`src/rtl/vector_to_angle_octant_core_defines.svh`:
```
// Assertion macros used by the top RTL file of the vector-to-angle core.
`ifndef VECTOR_TO_ANGLE_OCTANT_CORE_DEFINES_SVH
`define VECTOR_TO_ANGLE_OCTANT_CORE_DEFINES_SVH

`ifndef SYNTHESIS
`define VTA_ASSERT_SAME(label, ante, cons) \
    label: assert property (@(posedge i_clk) disable iff (!i_rst_n) (ante) |-> (cons)) \
        else $error("same-cycle check failed");
`define VTA_ASSERT_NEXT(label, ante, cons) \
    label: assert property (@(posedge i_clk) disable iff (!i_rst_n) (ante) |=> (cons)) \
        else $error("next-cycle check failed");
`else
`define VTA_ASSERT_SAME(label, ante, cons)
`define VTA_ASSERT_NEXT(label, ante, cons)
`endif

`endif

```
`src/rtl/vta_pkg.sv`:
```
`default_nettype none

package vta_pkg;

    localparam int COORD_WIDTH_DEF = 32;
    localparam int FRAC_BITS       = 16;
    localparam int Q_BITS          = FRAC_BITS + 1;
    localparam int VALUE_WIDTH     = 19;
    localparam int ANGLE_SHIFT     = 5;
    localparam int ANGLE_WIDTH     = 14;
    localparam int OUT_TDATA_W     = 16;

    localparam logic [Q_BITS-1:0]      ONE_Q16 = Q_BITS'(1) << FRAC_BITS;
    localparam logic [VALUE_WIDTH-1:0] TWO_Q16 = VALUE_WIDTH'(2) << FRAC_BITS;

    typedef struct packed {
        logic       valid;
        logic       zero;
        logic [2:0] octant;
    } t_side;

endpackage

`default_nettype wire

```
`src/rtl/vector_to_angle_octant_core.sv`:
```
// Channel  Direction  Data bits (lowest first)              Handshake
// s_axis   in         delta_x, delta_z (COORD_WIDTH each)    s_axis_tvalid / s_axis_tready
// m_axis   out        angle (14 bits, zero-padded to 16)     m_axis_tvalid / m_axis_tready
//
// One word is accepted per cycle while the output register is not stalled.
// Each word passes through two folding stages, one divider cell per quotient bit (17 cells)
// and the output register.
// Reset is synchronous and active low; it clears only the valid bits of the pipeline.
// A stalled output register freezes the whole pipeline and drops s_axis_tready.
`default_nettype none
`include "vector_to_angle_octant_core_defines.svh"

module vector_to_angle_octant_core #(
    parameter int COORD_WIDTH = vta_pkg::COORD_WIDTH_DEF
) (
    input  wire logic                            i_clk,
    input  wire logic                            i_rst_n,
    input  wire logic                            s_axis_tvalid,
    output logic                                 s_axis_tready,
    // Fields from bit 0: delta_x, delta_z, zero padding.
    input  wire logic [((2*COORD_WIDTH+7)/8)*8-1:0] s_axis_tdata,
    output logic                                 m_axis_tvalid,
    input  wire logic                            m_axis_tready,
    // Fields from bit 0: angle, zero padding.
    output logic      [vta_pkg::OUT_TDATA_W-1:0] m_axis_tdata
);

    localparam int NCELL = vta_pkg::Q_BITS;

    logic                                 w_en;
    vta_pkg::t_side                       w_side [0:NCELL];
    logic           [COORD_WIDTH:0]       w_rem  [0:NCELL];
    logic           [COORD_WIDTH-1:0]     w_big  [0:NCELL];
    logic           [vta_pkg::Q_BITS-1:0] w_quo  [0:NCELL];
    logic           [COORD_WIDTH-1:0]     w_small;

    logic [vta_pkg::Q_BITS-1:0]      w_ratio;
    logic [vta_pkg::VALUE_WIDTH-1:0] w_value;
    logic [vta_pkg::ANGLE_WIDTH-1:0] n_angle;
    logic [vta_pkg::ANGLE_WIDTH-1:0] r_angle;
    logic                            r_out_valid;

    assign w_en          = !r_out_valid || m_axis_tready;
    assign s_axis_tready = w_en;

    vta_fold #(
        .COORD_WIDTH (COORD_WIDTH)
    ) u_fold (
        .i_clk     (i_clk),
        .i_rst_n   (i_rst_n),
        .i_en      (w_en),
        .i_valid   (s_axis_tvalid),
        .i_delta_x (s_axis_tdata[COORD_WIDTH-1:0]),
        .i_delta_z (s_axis_tdata[2*COORD_WIDTH-1:COORD_WIDTH]),
        .o_side    (w_side[0]),
        .o_small   (w_small),
        .o_big     (w_big[0])
    );

    assign w_rem[0] = {1'b0, w_small};
    assign w_quo[0] = '0;

    for (genvar g = 0; g < NCELL; g++) begin : g_cell
        vta_div_cell #(
            .MAG_W (COORD_WIDTH)
        ) u_cell (
            .i_clk   (i_clk),
            .i_rst_n (i_rst_n),
            .i_en    (w_en),
            .i_side  (w_side[g]),
            .i_rem   (w_rem[g]),
            .i_big   (w_big[g]),
            .i_quo   (w_quo[g]),
            .o_side  (w_side[g+1]),
            .o_rem   (w_rem[g+1]),
            .o_big   (w_big[g+1]),
            .o_quo   (w_quo[g+1])
        );
    end

    always_comb begin
        w_ratio = w_side[NCELL].octant[0] ? (vta_pkg::ONE_Q16 - w_quo[NCELL]) : w_quo[NCELL];
        w_value = vta_pkg::TWO_Q16
                - {w_side[NCELL].octant, {vta_pkg::FRAC_BITS{1'b0}}}
                - {2'b00, w_ratio};
        n_angle = w_side[NCELL].zero ? '0
                : w_value[vta_pkg::ANGLE_SHIFT +: vta_pkg::ANGLE_WIDTH];
    end

    always_ff @(posedge i_clk) begin
        if (!i_rst_n) begin
            r_out_valid <= 1'b0;
        end else if (w_en) begin
            r_out_valid <= w_side[NCELL].valid;
        end
    end

    always_ff @(posedge i_clk) begin
        if (w_en) begin
            r_angle <= n_angle;
        end
    end

    assign m_axis_tvalid = r_out_valid;
    assign m_axis_tdata  = {{(vta_pkg::OUT_TDATA_W - vta_pkg::ANGLE_WIDTH){1'b0}}, r_angle};

    `VTA_ASSERT_SAME(a_stall_blocks_input, m_axis_tvalid && !m_axis_tready, !s_axis_tready)
    `VTA_ASSERT_NEXT(a_word_enters_fold, s_axis_tvalid && s_axis_tready, u_fold.r_valid_a)
    `VTA_ASSERT_SAME(a_ratio_in_range, w_side[NCELL].valid && !w_side[NCELL].zero, w_quo[NCELL] <= vta_pkg::ONE_Q16)

endmodule

`default_nettype wire

```
`src/rtl/vta_fold.sv`:
```
`default_nettype none

module vta_fold #(
    parameter int COORD_WIDTH = vta_pkg::COORD_WIDTH_DEF
) (
    input  wire logic                   i_clk,
    input  wire logic                   i_rst_n,
    input  wire logic                   i_en,
    input  wire logic                   i_valid,
    input  wire logic [COORD_WIDTH-1:0] i_delta_x,
    input  wire logic [COORD_WIDTH-1:0] i_delta_z,
    output vta_pkg::t_side              o_side,
    output logic      [COORD_WIDTH-1:0] o_small,
    output logic      [COORD_WIDTH-1:0] o_big
);

    logic                   r_valid_a;
    logic                   r_neg_x;
    logic                   r_neg_z;
    logic [COORD_WIDTH-1:0] r_mag_x;
    logic [COORD_WIDTH-1:0] r_mag_z;
    logic [COORD_WIDTH-1:0] n_mag_x;
    logic [COORD_WIDTH-1:0] n_mag_z;

    vta_pkg::t_side         r_side;
    vta_pkg::t_side         n_side;
    logic [COORD_WIDTH-1:0] r_small;
    logic [COORD_WIDTH-1:0] r_big;
    logic [COORD_WIDTH-1:0] n_small;
    logic [COORD_WIDTH-1:0] n_big;
    logic                   w_mixed;
    logic                   w_lt;

    always_comb begin
        n_mag_x = i_delta_x[COORD_WIDTH-1] ? (~i_delta_x + COORD_WIDTH'(1)) : i_delta_x;
        n_mag_z = i_delta_z[COORD_WIDTH-1] ? (~i_delta_z + COORD_WIDTH'(1)) : i_delta_z;
    end

    always_comb begin
        w_mixed          = r_neg_x ^ r_neg_z;
        w_lt             = r_mag_x < r_mag_z;
        n_side.valid     = r_valid_a;
        n_side.zero      = (r_mag_x == '0) && (r_mag_z == '0);
        n_side.octant    = {r_neg_z, w_mixed, (w_lt ? ~w_mixed : w_mixed)};
        n_small          = w_lt ? r_mag_x : r_mag_z;
        n_big            = w_lt ? r_mag_z : r_mag_x;
    end

    always_ff @(posedge i_clk) begin
        if (!i_rst_n) begin
            r_valid_a    <= 1'b0;
            r_side.valid <= 1'b0;
        end else if (i_en) begin
            r_valid_a    <= i_valid;
            r_side.valid <= n_side.valid;
        end
        if (i_en) begin
            r_neg_x       <= i_delta_x[COORD_WIDTH-1];
            r_neg_z       <= i_delta_z[COORD_WIDTH-1];
            r_mag_x       <= n_mag_x;
            r_mag_z       <= n_mag_z;
            r_side.zero   <= n_side.zero;
            r_side.octant <= n_side.octant;
            r_small       <= n_small;
            r_big         <= n_big;
        end
    end

    assign o_side  = r_side;
    assign o_small = r_small;
    assign o_big   = r_big;

endmodule

`default_nettype wire

```
`src/rtl/vta_div_cell.sv`:
```
`default_nettype none

module vta_div_cell #(
    parameter int MAG_W = vta_pkg::COORD_WIDTH_DEF
) (
    input  wire logic                       i_clk,
    input  wire logic                       i_rst_n,
    input  wire logic                       i_en,
    input  wire vta_pkg::t_side             i_side,
    input  wire logic [MAG_W:0]             i_rem,
    input  wire logic [MAG_W-1:0]           i_big,
    input  wire logic [vta_pkg::Q_BITS-1:0] i_quo,
    output vta_pkg::t_side                  o_side,
    output logic      [MAG_W:0]             o_rem,
    output logic      [MAG_W-1:0]           o_big,
    output logic      [vta_pkg::Q_BITS-1:0] o_quo
);

    logic [MAG_W:0]             w_big_x;
    logic [MAG_W:0]             w_diff;
    logic                       w_ge;
    logic [MAG_W:0]             w_keep;
    logic [MAG_W:0]             n_rem;
    logic [vta_pkg::Q_BITS-1:0] n_quo;

    vta_pkg::t_side             r_side;
    logic [MAG_W:0]             r_rem;
    logic [MAG_W-1:0]           r_big;
    logic [vta_pkg::Q_BITS-1:0] r_quo;

    // The kept remainder is below the divisor, so it fits MAG_W bits before the shift.
    always_comb begin
        w_big_x = {1'b0, i_big};
        w_diff  = i_rem - w_big_x;
        w_ge    = i_rem >= w_big_x;
        w_keep  = w_ge ? w_diff : i_rem;
        n_rem   = {w_keep[MAG_W-1:0], 1'b0};
        n_quo   = {i_quo[vta_pkg::Q_BITS-2:0], w_ge};
    end

    always_ff @(posedge i_clk) begin
        if (!i_rst_n) begin
            r_side.valid <= 1'b0;
        end else if (i_en) begin
            r_side.valid <= i_side.valid;
        end
        if (i_en) begin
            r_side.zero   <= i_side.zero;
            r_side.octant <= i_side.octant;
            r_rem         <= n_rem;
            r_big         <= i_big;
            r_quo         <= n_quo;
        end
    end

    assign o_side = r_side;
    assign o_rem  = r_rem;
    assign o_big  = r_big;
    assign o_quo  = r_quo;

endmodule

`default_nettype wire
```
`config.mk`:
```
export PLATFORM = sky130hd
export DESIGN_NAME = vector_to_angle_octant_core
export DESIGN_NICKNAME = d
export VERILOG_FILES = /design/src/rtl/vta_pkg.sv /design/src/rtl/vector_to_angle_octant_core.sv /design/src/rtl/vta_fold.sv /design/src/rtl/vta_div_cell.sv
export VERILOG_INCLUDE_DIRS = /design/src /design/src/rtl
export SDC_FILE = /design/constraint.sdc
export NUM_CORES = 2
export LEC_CHECK = 0
export BUFFER_PORTS_ARGS = -buffer_cell sky130_fd_sc_hd__buf_2
export CORE_MARGIN = 2
export CORE_UTILIZATION = 30
export DETAILED_ROUTE_END_ITERATION = 6
export GPL_TIMING_DRIVEN = 0
export PLACE_DENSITY_LB_ADDON = 0.2
export SYNTH_ARGS = -nofsm -noshare
export SYNTH_HDL_FRONTEND = slang
export SYNTH_SLANG_ARGS = --single-unit
```
`constraint.sdc`:
```
create_clock -name i_clk -period 56.9 [get_ports i_clk]
set_input_delay 2.845 -clock i_clk [delete_from_list [all_inputs] [get_ports i_clk]]
set_output_delay 2.845 -clock i_clk [all_outputs]
set_load 0.02 [all_outputs]
```
==> metrics.yaml <==
finalHoldViolations: 0
period_share: 0.148
hp-start: "g_cell[13].u_cell.o_side[1]"
cts_buffers: 172
grt_pass1_vias: 53058
cts_setup_buffers: 0
finalNetCount: 8098
first_pass_iters: 6
drv_slew: 0
wl_per_cell_um: 18.8
crit_required_ns: 54.06
r2r-start: "g_cell[16].u_cell.o_side[0]"
netlist_instances: 7142
min_period_ns: 8.42
ys.warnings.count: 0
antenna_found_initial: 9
tightest_slew_ns: 1.20
grt_pass1_wl_mm: 316
drv_cap: 0
die_w_um: 521
hpwl_mm: 161
cp-end-kind: "output pin"
die_y_um: 521
clk_path_buf_depth: 4
core_area_sq_mm: 0.265
ys_types: 101
crit_path_top_delay_cell: "clkbuf_4"
rows: 189
clock-sinks: 1413
ir_drop_v: 0.0000264
cts_resized: 0
yosysSeqAreaShare: 0.527
crit_fanout: 70
arrival_ns: 5.57
async_flop_share: 0
grt.overflow.total: 0
stdcell_count: 11084
grt_max_degree: 72
cts_root_buf: "clkbuf_16"
clk_latency_ns: 0.84
critPathKind: "input pin to output pin"
areaGrowthSynthToFinish_pct: 13.9
drt_iter0_drc: 4254
antenna_left: 0
dieArea_sq_mm: 0.271
synth_edf_count: 1393
crit_start: "m_axis_tready"
viasPerCell: 4.93
fmax_ghz: 0.119
finClkSkew_ns: 0.0483
cts_tree: "yes"
gp_congestion: 0.912
drc: 0
drt_wl_total_mm: 208
syn_area_sq_mm: 0.0801
vias: 54619
numPortBuffers: 82
clk_pin_slew_ns: 0.06
dp.cells: 10781
slew_headroom: 0.198
syn_avg_cell_area_sq_um: 11.2
critPathMaxStageDelay_ns: 0.75
io_pins: 86
worst-r2r-setup-slack_ns: 51.86
powerDensity_mw_per_mm2: 69.1
cp_cell_sequence: "buf_2, nor2b_1, inv_1, clkbuf_4, buf_16, buf_16, buf_16, buf_16, buf_2"
grtUsageTotal: 0.149
yosys_register_bits: 1413
hold_class: "register to register"
synthFlopType: "edfxtp_1"
status: "finished, final reports clean"
nFillCells: 26398
h-tree-depth: 4
postLayoutCoreUtil: 0.344
crit_top_cell: "buf_16"
rsz0062_at_grt: "no"
hold_buffers: 0
p_leak_nw: 37.3
holdWs_ns: 0.408
start_kind: "input pin"
start_util: 0.302
drive_above_1_share: 0.0945
finalSetupViolations: 0
per-layer routing:
layer	global-route usage	routed length [um]
met5	0	0
met4	0.0336	4340
met3	0.0226	9540
met2	0.245	97100
met1	0.207	96900
cells in the final DEF (no fill, tap or decap), types with 60 or more instances in the layout:
cell / n
a21o_1: 246
a21oi_1: 519
a31oi_1: 60
and3_1: 61
buf_2: 114
clkbuf_1: 142
clkbuf_16: 174
edfxtp_1: 1393
ha_1: 591
inv_1: 749
mux2_2: 222
nand2_1: 542
nand2b_1: 100
nand3_1: 108
nand4_1: 84
nor2_1: 355
nor2b_1: 82
nor3_1: 98
o21a_1: 86
o21ai_0: 474
o31ai_1: 70
xnor2_1: 321
xor2_1: 171
report_power, final:
part	total, W	switching (W)	leakage (nW)	internal (W)
Clock	0.00111	0.000440	2.72	0.000669
Sequential	0.00200	0.000262	14.9	0.00174
Combinational	0.00320	0.00186	19.7	0.00133
Yosys cell counts, types with 15 or more instances:
master | number | share of area
nand2b_1 | 100 | 0.0078
a211oi_1 | 36 | 0.0034
o31a_1 | 23 | 0.0025
o31ai_1 | 70 | 0.0066
o21ai_0 | 474 | 0.030
o21a_1 | 86 | 0.0081
nor4_1 | 37 | 0.0029
and4_1 | 16 | 0.0017
nand4_1 | 84 | 0.0066
nor3_1 | 98 | 0.0061
o21ai_1 | 15 | 0.00094
nor2b_1 | 82 | 0.0064
nand3_1 | 108 | 0.0067
o211ai_1 | 27 | 0.0025
o21bai_1 | 57 | 0.0053
a21o_1 | 246 | 0.023
mux2_2 | 222 | 0.031
xnor2_1 | 321 | 0.035
a211o_1 | 19 | 0.0021
a31o_2 | 20 | 0.0022
fa_1 | 16 | 0.0040
nor2_1 | 355 | 0.017
or2_2 | 21 | 0.0016
a31oi_1 | 60 | 0.0047
edfxtp_1 | 1393 | 0.52
clkbuf_1 | 119 | 0.0056
mux2_4 | 24 | 0.0045
o41ai_1 | 15 | 0.0016
xor2_1 | 172 | 0.019
a21boi_0 | 38 | 0.0036
buf_2 | 32 | 0.0020
or3_1 | 28 | 0.0022
a21oi_1 | 519 | 0.032
dfxtp_1 | 20 | 0.0050
nand2_1 | 542 | 0.025
inv_1 | 749 | 0.035
and2_1 | 25 | 0.0020
ha_1 | 591 | 0.092
and3_1 | 61 | 0.0048
state kept, by name (all words and copies together) (netlist names), 5 cells and up:
signal / flops
u_fold.o_big: 32
g_cell.u_cell.o_quo: 153
u_fold.o_small: 32
r_angle: 14
g_cell.u_cell.o_side: 85
g_cell.u_cell.o_rem: 512
u_fold.r_mag_x: 32
g_cell.u_cell.o_big: 512
u_fold.r_mag_z: 32
u_fold.o_side: 5
metrics by stage:
step	setup TNS, ns	total power, W	setup slack [ns]	area (sq um)
after global placement	-2001.81	0.00518	-7.77	85000
after detailed placement	0	0.00520	48.37	85600
after global routing	0	0.00680	48.18	91200
final	0	0.00630	48.48	91200
after floorplan	0	0.00425	13.17	80100
after CTS	0	0.00635	48.37	91200
worst max-delay path, delay by kind of cell:
kind / cells / cell delay, ns
AND/OR/NAND/NOR: 1 / 0.06
buffers and inverters: 8 / 2.48
cell type report:
type                            instances  area [sq um]  share of cell area
Clock inverter                        101          1180              0.0130
Inverter                              750          2820              0.0309
Multi-Input combinational cell       4810         34300               0.376
Tap cell                             3533          4420              0.0485
Buffer                                170           753             0.00826
Clock buffer                          198          4440              0.0487
Sequential cell                      1413         42200               0.463
Antenna cell                            3          7.51           0.0000823
Timing Repair Buffer                  106          1040              0.0114
cell families after synthesis:
group,Yosys count,share of synthesized area
multiplexers,260,0.0374
adder cells (fa/ha/maj),607,0.0963
AND/OR/NAND/NOR,1603,0.0954
flip-flops,1413,0.527
other,1,0.0000468
XOR/XNOR,493,0.0539
AO/OA/AOI/OAI,1845,0.145
buffers and inverters,920,0.0445
path summary, 6_finish.rpt:
path                                                    end  depth (start not counted)
worst max register to register                  r_angle[12]                         16
worst max-delay path                          s_axis_tready                          9
worst min-delay path            g_cell[14].u_cell.o_side[1]                          0
worst min register to register  g_cell[14].u_cell.o_side[1]                          0
No activity file was read; power rests on OpenSTA's default activity.
